[src/rtl/bphc_pkg.sv]
// ----------------------------------------------------------------------------
// bphc_pkg
// Shared types and constants for the button press-and-hold classifier.
// ----------------------------------------------------------------------------
`default_nettype none

package bphc_pkg;

  // default width of the millisecond time base
  localparam int TIME_BITS_DEFAULT = 32;

  // configuration register geometry
  localparam int CFG_BITS     = 16;
  localparam int CFG_IDX_BITS = 2;

  // configuration register indexes
  localparam logic [CFG_IDX_BITS-1:0] CFG_HOLD_THRESHOLD = 2'd0;
  localparam logic [CFG_IDX_BITS-1:0] CFG_DEBOUNCE       = 2'd1;
  localparam logic [CFG_IDX_BITS-1:0] CFG_HOLD_LOCKOUT   = 2'd2;

  // configuration reset values
  localparam logic [CFG_BITS-1:0] HOLD_THRESHOLD_RESET = 16'd1500;
  localparam logic [CFG_BITS-1:0] DEBOUNCE_RESET       = 16'd200;
  localparam logic [CFG_BITS-1:0] HOLD_LOCKOUT_RESET   = 16'd2000;

  // event codes
  localparam int EV_BITS = 2;
  localparam logic [EV_BITS-1:0] EV_NONE  = 2'd0;
  localparam logic [EV_BITS-1:0] EV_PRESS = 2'd1;
  localparam logic [EV_BITS-1:0] EV_HOLD  = 2'd2;

  // live configuration handed to the classifier
  typedef struct packed {
    logic [CFG_BITS-1:0] hold_threshold_ms;
    logic [CFG_BITS-1:0] debounce_ms;
    logic [CFG_BITS-1:0] hold_lockout_ms;
  } cfg_t;

endpackage

`default_nettype wire

[src/rtl/bphc_cfg_regs.sv]
// ----------------------------------------------------------------------------
// bphc_cfg_regs
// Configuration register file: threshold, debounce gap and hold lockout.
// ----------------------------------------------------------------------------
`default_nettype none

module bphc_cfg_regs
  import bphc_pkg::*;
(
  input  wire logic                    clk,
  input  wire logic                    rst,
  input  wire logic                    cfg_we,
  input  wire logic [CFG_IDX_BITS-1:0] cfg_index,
  input  wire logic [CFG_BITS-1:0]     cfg_data,
  output cfg_t                         cfg
);

  // register writes, unknown indexes are dropped
  always_ff @(posedge clk) begin
    if (rst) begin
      cfg.hold_threshold_ms <= HOLD_THRESHOLD_RESET;
      cfg.debounce_ms       <= DEBOUNCE_RESET;
      cfg.hold_lockout_ms   <= HOLD_LOCKOUT_RESET;
    end else if (cfg_we) begin
      unique case (cfg_index)
        CFG_HOLD_THRESHOLD: cfg.hold_threshold_ms <= cfg_data;
        CFG_DEBOUNCE:       cfg.debounce_ms       <= cfg_data;
        CFG_HOLD_LOCKOUT:   cfg.hold_lockout_ms   <= cfg_data;
        default: ;
      endcase
    end
  end

endmodule

`default_nettype wire

[src/rtl/bphc_classify.sv]
// ----------------------------------------------------------------------------
// bphc_classify
// Press/hold state and the combinational classification of one sample.
// ----------------------------------------------------------------------------
`default_nettype none

module bphc_classify
  import bphc_pkg::*;
#(
  parameter int TIME_BITS = TIME_BITS_DEFAULT
) (
  input  wire logic                 clk,
  input  wire logic                 rst,
  input  wire logic                 step,
  input  wire cfg_t                 cfg,
  input  wire logic                 down,
  input  wire logic [TIME_BITS-1:0] now,
  output logic      [EV_BITS-1:0]   event_code
);

  // state
  logic [TIME_BITS-1:0] hold_start_time, hold_start_time_next;
  logic [TIME_BITS-1:0] last_press_time, last_press_time_next;
  logic [TIME_BITS-1:0] last_hold_time, last_hold_time_next;
  logic                 press_pending, press_pending_next;
  logic                 suppress_next, suppress_next_next;

  // elapsed times, wrapping
  logic [TIME_BITS-1:0] held_for;
  logic [TIME_BITS-1:0] since_press;
  logic [TIME_BITS-1:0] since_hold;
  logic                 hold_met;
  logic                 gap_met;
  logic                 lockout_met;

  always_comb begin
    held_for    = now - hold_start_time;
    since_press = now - last_press_time;
    since_hold  = now - last_hold_time;
    hold_met    = held_for    >= TIME_BITS'(cfg.hold_threshold_ms);
    gap_met     = since_press >= TIME_BITS'(cfg.debounce_ms);
    lockout_met = since_hold  >= TIME_BITS'(cfg.hold_lockout_ms);
  end

  // classification and next state
  always_comb begin
    hold_start_time_next = hold_start_time;
    last_press_time_next = last_press_time;
    last_hold_time_next  = last_hold_time;
    press_pending_next   = press_pending;
    suppress_next_next   = suppress_next;
    event_code           = EV_NONE;
    priority if (!down) begin
      // release ends any hold and reports a pending short press
      hold_start_time_next = '0;
      last_hold_time_next  = '0;
      suppress_next_next   = 1'b0;
      press_pending_next   = 1'b0;
      if (press_pending) begin
        event_code = EV_PRESS;
      end
    end else if (hold_start_time != '0) begin
      // held long enough: report hold once and lock out
      if (hold_met) begin
        hold_start_time_next = '0;
        last_press_time_next = now;
        last_hold_time_next  = now;
        press_pending_next   = 1'b0;
        suppress_next_next   = 1'b1;
        event_code           = EV_HOLD;
      end
    end else if (gap_met && lockout_met && !suppress_next) begin
      // new press accepted
      last_press_time_next = now;
      hold_start_time_next = now;
      press_pending_next   = 1'b1;
    end else begin
      // press gated by debounce, lockout or suppression: state holds
    end
  end

  // state update when an item passes through
  always_ff @(posedge clk) begin
    if (rst) begin
      hold_start_time <= '0;
      last_press_time <= '0;
      last_hold_time  <= '0;
      press_pending   <= 1'b0;
      suppress_next   <= 1'b0;
    end else if (step) begin
      hold_start_time <= hold_start_time_next;
      last_press_time <= last_press_time_next;
      last_hold_time  <= last_hold_time_next;
      press_pending   <= press_pending_next;
      suppress_next   <= suppress_next_next;
    end
  end

endmodule

`default_nettype wire

[src/rtl/button_press_and_hold_classifier_core.sv]
// ----------------------------------------------------------------------------
// button_press_and_hold_classifier_core
// Classifies timestamped button samples into short press and press-and-hold.
// ----------------------------------------------------------------------------
//
//   channel  | handshake           | payload
//   ---------+---------------------+----------------------
//   input    | in_valid / in_stall | button_down, now_ms
//   output   | out_valid/out_stall | button_event
//   config   | cfg_we              | cfg_index, cfg_data
//
// One item per cycle sustained while the result port does not stall; out_valid
// rises once the item has passed the input register, then the result register.
// The classification and state update happen combinationally between
// the input register and the result register.
// Reset restores the register defaults and clears all press/hold state.
// A stalled result holds the result register; in_stall rises only when
// the input register is full and the result register is full and stalled.
// ----------------------------------------------------------------------------
`default_nettype none

module button_press_and_hold_classifier_core
  import bphc_pkg::*;
#(
  parameter int TIME_BITS = TIME_BITS_DEFAULT
) (
  input  wire logic                    clk,
  input  wire logic                    rst,
  input  wire logic                    in_valid,
  output logic                         in_stall,
  input  wire logic                    button_down,
  input  wire logic [31:0]             now_ms,
  output logic                         out_valid,
  input  wire logic                    out_stall,
  output logic      [EV_BITS-1:0]      button_event,
  input  wire logic                    cfg_we,
  input  wire logic [CFG_IDX_BITS-1:0] cfg_index,
  input  wire logic [CFG_BITS-1:0]     cfg_data
);

  cfg_t                 cfg;
  logic                 in_full;
  logic                 in_down;
  logic [TIME_BITS-1:0] in_now;
  logic                 in_take;
  logic                 advance;
  logic [EV_BITS-1:0]   event_code;

  // handshake
  assign advance   = in_full && !(out_valid && out_stall);
  assign in_stall  = in_full && out_valid && out_stall;
  assign in_take   = in_valid && !in_stall;

  bphc_cfg_regs u_cfg (
    .clk       (clk),
    .rst       (rst),
    .cfg_we    (cfg_we),
    .cfg_index (cfg_index),
    .cfg_data  (cfg_data),
    .cfg       (cfg)
  );

  // input register
  always_ff @(posedge clk) begin
    if (rst) begin
      in_full <= 1'b0;
    end else if (in_take) begin
      in_full <= 1'b1;
    end else if (advance) begin
      in_full <= 1'b0;
    end
  end

  always_ff @(posedge clk) begin
    if (in_take) begin
      in_down <= button_down;
      in_now  <= TIME_BITS'(now_ms);
    end
  end

  bphc_classify #(
    .TIME_BITS (TIME_BITS)
  ) u_classify (
    .clk        (clk),
    .rst        (rst),
    .step       (advance),
    .cfg        (cfg),
    .down       (in_down),
    .now        (in_now),
    .event_code (event_code)
  );

  // result register
  always_ff @(posedge clk) begin
    if (rst) begin
      out_valid <= 1'b0;
    end else if (advance) begin
      out_valid <= 1'b1;
    end else if (!out_stall) begin
      out_valid <= 1'b0;
    end
  end

  always_ff @(posedge clk) begin
    if (advance) begin
      button_event <= event_code;
    end
  end

endmodule

`default_nettype wire

[config.mk]
export PLATFORM = sky130hd
export DESIGN_NAME = button_press_and_hold_classifier_core
export DESIGN_NICKNAME = d
export VERILOG_FILES = /design/src/rtl/bphc_pkg.sv /design/src/rtl/bphc_cfg_regs.sv /design/src/rtl/bphc_classify.sv /design/src/rtl/button_press_and_hold_classifier_core.sv
export SDC_FILE = /design/constraint.sdc
export NUM_CORES = 1
export LEC_CHECK = 0
export BUFFER_PORTS_ARGS = -buffer_cell sky130_fd_sc_hd__buf_2
export CAP_MARGIN = 20
export CORE_ASPECT_RATIO = 1.1
export CORE_UTILIZATION = 55
export DETAILED_ROUTE_END_ITERATION = 8
export GPL_ROUTABILITY_DRIVEN = 0
export PLACE_DENSITY = 0.69
export SYNTH_ARGS = -nofsm -noshare
export SYNTH_HDL_FRONTEND = slang
export SYNTH_SLANG_ARGS = --single-unit
[constraint.sdc]
create_clock -name clk -period 11 [get_ports clk]
set_clock_uncertainty 0.2 [all_clocks]
set_input_delay 2.2 -clock clk [delete_from_list [all_inputs] [get_ports clk]]
set_output_delay 2.2 -clock clk [all_outputs]
set_load 0.02 [all_outputs]
==> results.cfg, run 1 <==
[critical_path]
cp-start-kind = flop
worst_ep_arrival_time_ps = 6790
cp_max_fo = 32
crit_required_ps = 11170
setup.worst_path.class = flop to flop
cp_slowest_cell = or4_1
cp-end-kind = flop
crit_chain = inv_1 > fa_1 > nand2b_1 > a21oi_1 > o21ai_0 > o21ai_0 > a21boi_0 > o21a_1 > xnor2_1 > ha_1 > a21oi_1 > o221ai_1 > or4_1 > a2111o_1 > nor4_1 > nand4_1 > or4_1 > and2_1 > a31oi_4 > buf_4 > mux2i_1
crit_path_max_incr_delay_ps = 570

[timing]
setup_tns_ps = 0
finalHoldViolCount = 0
tightest_slew_ps = 952
setup_viol = 0
whs_ps = 258
maxSlewViolCount = 0
relSlewSlack = 0.364
min_period_over_period = 0.602
timing.fmax_mhz = 151
min_period_ps = 6620
rsz0062_at_grt = no
fin_ws_ps = 4380

[routing]
routed_via_density = 6.16
dr.pass1.iters = 5
routedWlPerCell_um = 17.8
antenna_left = 0
drt_iter0_drc = 911
wirelength_um = 37200
remaining_drc_errors = 0
num_vias = 12900

[logic_synthesis]
ys.warnings.count = 0
synth_edf_count = 35
synthMuxAreaShare = 0.0296
async_flop_share = 0
netlist_area_um2 = 14000
synthXorXnorAreaFrac = 0.0388
synth_nets = 1965
yosysMostFrequentCell = a21oi_1
synth_compound_area_frac = 0.236
synth_top_cell_by_area = dfxtp_1
yosysTopAreaCellShare = 0.212
yosysUniqueCellTypes = 82
synthCells = 1765
ys_ff_latch = 183
synth_top_family_by_area = compound AO/OA/AOI/OAI gates
synthFlopType = dfxtp_1
yosys-top-cells-area = dfxtp_1, ha_1, edfxtp_1, a21oi_1, inv_1
syn_area_per_cell_um2 = 7.93
synth_adder_area_share = 0.130
synth_commonest_cells = a21oi_1, inv_1, nand2_1
synth-simple-area-share = 0.206
synth_seq_area_share = 0.287

[outcome]
outcome = finished, final reports clean

[die]
io_pins = 60
rows = 60
dieArea_um2 = 26100
fp.dieW_um = 154
die_y_um = 169
initial_utilization = 0.567
core_um2 = 24700

[layout]
drive_above_1_share = 0.0725
ff_latch_area_um2 = 4010
finish.net_count = 1966
final.fill_count = 2276
synthToLayoutAreaGrowth_pct = 6.94
num_antenna_cells = 0
multi_input_area_um2 = 8990
final_cell_area_um2 = 15000

[place]
hpwl_um = 28300
portBuffers = 59
placed_area_um2 = 14400
dp_slack_ps = 4450

[grt]
use_met3 = 0.0342
antenna_found_initial = 0
grtUsageMet2 = 0.481
grt_max_degree = 106
track_usage = 0.287
grt-ovfl-total = 0
grt_most_used_layer = met2
first_global_vias = 11900
grt_pass1_wl_um = 59700
grt_use_met1 = 0.379

[power]
ir_worst_vdd_v = 0.000423
p_total_mw = 4.31
p_leak_nw = 5.87
p_per_area_nw_per_um2 = 288

[clocking]
clock_path_buffers = 2
cts_hold_buf = 0
root_buffer = clkbuf_16
cts_buffers = 17
clk_pin_slew_ps = 80
cts-resized-gates = 0
htreeDepth = 4
cts_sinks = 183
clock_latency_ps = 440
cts_setup_buffers = 0
cts_tree = built

[flow_run]
cap_violations = 0

[worst_hold_path]
hp-class = flop to flop
worst max-delay path, delay by kind of cell (launching register included):
kind	cells	cell delay, ps
AO/OA/AOI/OAI	9	2060
XOR/XNOR	1	120
adder cells (fa/ha/maj)	2	790
buffers and inverters	2	640
flip-flops	1	540
multiplexers	1	260
AND/OR/NAND/NOR	6	1900
stage by stage:
step                      std cells  utilization
after floorplan                1765            -
after global placement         2056        0.581
after detailed placement       2056        0.581
after CTS                      2088        0.605
after global routing           2089        0.606
final                          2089        0.606
logic make-up after synthesis:
| logic type | after synthesis |
|---|---|
| AO/OA/AOI/OAI | 504 |
| XOR/XNOR | 62 |
| multiplexers | 41 |
| buffers and inverters | 250 |
| adder cells (fa/ha/maj) | 144 |
| flip-flops | 183 |
| AND/OR/NAND/NOR | 581 |
where the power goes:
group / internal (mW) / switching [mW]
clock network: 0.333 / 0.292
logic: 1.03 / 1.72
registers: 0.831 / 0.0997
routing by layer:
metal | share of wire | up-vias
li1 | - | 6299
met1 | 0.44 | 5985
met2 | 0.47 | 495
met3 | 0.063 | 88
met4 | 0.031 | 0
met5 | 0 | -
final timing paths:
check                              from                                     endpoint  slack, ps  cells past startpoint
max                 in_now[1]$_DFFE_PP_  u_classify.last_press_time[12]$_SDFFE_PP0P_       4380                     21
min reg2reg  u_cfg.cfg[20]$_SDFFE_PP0P_                   u_cfg.cfg[20]$_SDFFE_PP0P_        260                      2
max reg2reg         in_now[1]$_DFFE_PP_  u_classify.last_press_time[12]$_SDFFE_PP0P_       4380                     21
min          u_cfg.cfg[20]$_SDFFE_PP0P_                   u_cfg.cfg[20]$_SDFFE_PP0P_        260                      2
flip-flops by register name, indices dropped and copies added, names as in the netlist:
name	cells
button_event	2
u_classify.hold_start_time	32
u_classify.press_pending	1
in_now	32
u_classify.last_hold_time	32
out_valid	1
u_classify.last_press_time	32
in_full	1
u_cfg.cfg	48
in_down	1
u_classify.suppress_next	1
cell usage in the layout, fill, tap and decap left out, types with 5 or more instances in the layout:
cell / n
nand2b_1: 77
and3_1: 8
a21boi_0: 8
and4_1: 5
edfxtp_1: 35
a22oi_1: 32
dfxtp_1: 148
o211ai_1: 19
or4_1: 7
o22ai_1: 7
a21o_1: 49
nand3_1: 85
o21a_1: 18
and2_1: 8
o21ai_1: 10
a21oi_1: 178
inv_1: 166
nand4_1: 33
a31oi_1: 8
xor2_1: 20
ha_1: 141
xnor2_1: 42
o21bai_1: 9
nor2b_1: 13
or2_2: 6
mux2i_1: 38
a221oi_1: 6
nor2_1: 127
nor3_1: 19
o21ai_0: 65
a211o_1: 22
a211oi_1: 17
buf_2: 58
o2111ai_1: 6
clkbuf_16: 18
buf_4: 7
or3_1: 7
nor4_1: 13
nand2_1: 149
layout make-up:
class | count | share of cell area
Inverter | 166 | 0.0416
Clock buffer | 19 | 0.0303
Sequential cell | 183 | 0.268
Clock inverter | 13 | 0.00920
Timing Repair Buffer | 66 | 0.0239
Multi-Input combinational cell | 1332 | 0.601
Tap cell | 310 | 0.0259
No activity file was read; power rests on OpenSTA's default activity.
==> run 2, diff against run 1 <==
Clock period 11 ns to 6.51 ns, I/O delays scaled along.
==> run 2 against run 1 <==
  * Clock power rose by 71%
  * Sequential cell count did not move
  * Global-route usage rose by 0.27 points
  * Die area did not move
  * Count of clock-buffer cells in the layout rose by 1
  * Cell count rose by 0.43%
  * Sequential share of layout area fell by 0.18 points
  * Non-clock buffer count rose by 9
  * Total power rose by 70%
  * Critical endpoint is now u_classify.hold_start_time[24]$_SDFFE_PP0P_
==> results.cfg, run 2 (same netlist as run 1, synthesis figures left out) <==
[timing]
relSlewSlack = 0.352
finalHoldViolCount = 0
min_period_over_period = 0.923
rsz0062_at_grt = no
timing.fmax_mhz = 166
maxSlewViolCount = 0
whs_ps = 258
setup_tns_ps = 0
setup_viol = 0
min_period_ps = 6010
tightest_slew_ps = 969

[grt]
antenna_found_initial = 0
grt_pass1_wl_um = 60200
track_usage = 0.290
grt_max_degree = 86
first_global_vias = 12000
grt-ovfl-total = 0

[clocking]
cts-resized-gates = 0
root_buffer = clkbuf_16
htreeDepth = 4
clock_path_buffers = 2
cts_tree = built
cts_hold_buf = 0
clk_pin_slew_ps = 70
cts_buffers = 17
cts_sinks = 183
clock_latency_ps = 440
cts_setup_buffers = 0

[routing]
remaining_drc_errors = 0
routed_via_density = 6.14
num_vias = 12900
antenna_left = 0
wirelength_um = 37500
routedWlPerCell_um = 17.9
drt_iter0_drc = 891
dr.pass1.iters = 6

[die]
rows = 60
die_y_um = 169
fp.dieW_um = 154
dieArea_um2 = 26100
core_um2 = 24700
io_pins = 60
initial_utilization = 0.567

[power]
p_per_area_nw_per_um2 = 485
p_leak_nw = 5.93
power_frac_clock = 0.146
p_sw_frac = 0.484
p_comb_frac = 0.639
p_seq_frac = 0.215
p_switching_mw = 3.54
ir_worst_vdd_v = 0.000605
internal_power_mw = 3.77
p_total_mw = 7.31

[worst_hold_path]
hp-start = u_cfg.cfg[17]$_SDFFE_PP0P_
holdPathEnd = u_cfg.cfg[17]$_SDFFE_PP0P_
hp-class = flop to flop
whs_path_depth = 2

[critical_path]
crit_required_ps = 6580
reg2reg_depth = 19
r2r_end = u_classify.hold_start_time[24]$_SDFFE_PP0P_
cp-start-kind = flop
setup.worst_path.class = flop to flop
regToRegStartpoint = in_now[4]$_DFFE_PP_
r2r_slack_ps = 500
cp_max_fo = 25
worst_ep_arrival_time_ps = 6080
cp-end-kind = flop

[place]
hpwl_um = 28900
portBuffers = 59

[layout]
regMostFlops = u_cfg.cfg
synthToLayoutAreaGrowth_pct = 7.64
drive_above_1_share = 0.0783
num_antenna_cells = 0
final_cell_mix = a21oi_1, inv_1, nand2_1
finish.net_count = 1975
layout_commonest_cell = a21oi_1
largest_register_ff_count = 48

[flow_run]
cap_violations = 0

[outcome]
outcome = finished, final reports clean
-- run 2: cell count changes in the layout (fill, tap and decap cells not counted), sizes merged --
cell / previous run / this run
buf: 66 / 75
clkbuf: 19 / 20
clkinv: 5 / 4
-- run 2: through the flow --
| step | area [um^2] | instances | util | setup slack (ps) |
|---|---|---|---|---|
| after CTS | 15100 | 2098 | 0.610 | 245 |
| final | 15100 | 2098 | 0.610 | 504 |
| after detailed placement | 14400 | 2066 | 0.585 | 285 |
| after global routing | 15100 | 2098 | 0.610 | 67.1 |
| after floorplan | 14000 | 1765 | - | 983 |
| after global placement | 14400 | 2066 | 0.585 | 401 |
-- run 2: critical path, stage by stage (launching register included) --
cell       delay (ps)
edfxtp_1          520
ha_1              420
a21o_1            200
a31o_2            240
o21ai_0           400
and2_1            310
o21ai_0           120
xor2_1            240
ha_1              290
nand4_1           130
or2_2             140
nor4_1             60
nor4b_1           490
o2111ai_1         210
a2111o_1          430
or4_1             600
o2111a_1          370
buf_4             260
nand3_1           120
a21oi_1            70
-- run 2: area by class of cell --
cell class | instances | area (um^2)
clock buffer | 20 | 479
clock inverter | 12 | 131
fill | 2260 | 9630
inverter | 166 | 623
multi-input combinational | 1332 | 9000
sequential | 183 | 4010
tap | 310 | 388
timing repair buffer | 75 | 430
-- run 2: power by group through the flow --
stage	Combinational [mW]	Sequential [mW]	Clock [mW]
3_5_place_dp	4.61	1.59	0
2_1_floorplan	3.72	1.54	0
4_1_cts	4.64	1.57	1.09
3_3_place_gp	4.55	1.59	0
6_report	4.68	1.57	1.07
5_1_grt	5.17	1.60	1.13
-- run 2: worst max-delay path by stage --
stage / startpoint / endpoint / slack [ps]
2_1_floorplan: in_now[1]$_DFFE_PP_ / u_classify.last_press_time[10]$_SDFFE_PP0P_ / 980
3_3_place_gp: in_now[0]$_DFFE_PP_ / u_classify.last_press_time[0]$_SDFFE_PP0P_ / 400
3_5_place_dp: in_now[0]$_DFFE_PP_ / u_classify.last_press_time[2]$_SDFFE_PP0P_ / 280
4_1_cts: in_now[0]$_DFFE_PP_ / u_classify.last_press_time[2]$_SDFFE_PP0P_ / 240
5_1_grt: in_now[0]$_DFFE_PP_ / u_classify.last_press_time[10]$_SDFFE_PP0P_ / 70
6_report: in_now[4]$_DFFE_PP_ / u_classify.hold_start_time[24]$_SDFFE_PP0P_ / 500
-- run 2: per-layer routing --
layer / up-vias / wire length [um] / global-route usage / share of wire
met2: 416 / 17300 / 0.478 / 0.46
met4: 0 / 1410 / 0.126 / 0.038
li1: 6334 / - / - / -
met1: 6033 / 16600 / 0.376 / 0.44
met3: 91 / 2180 / 0.0434 / 0.058
met5: - / 0 / 0 / 0
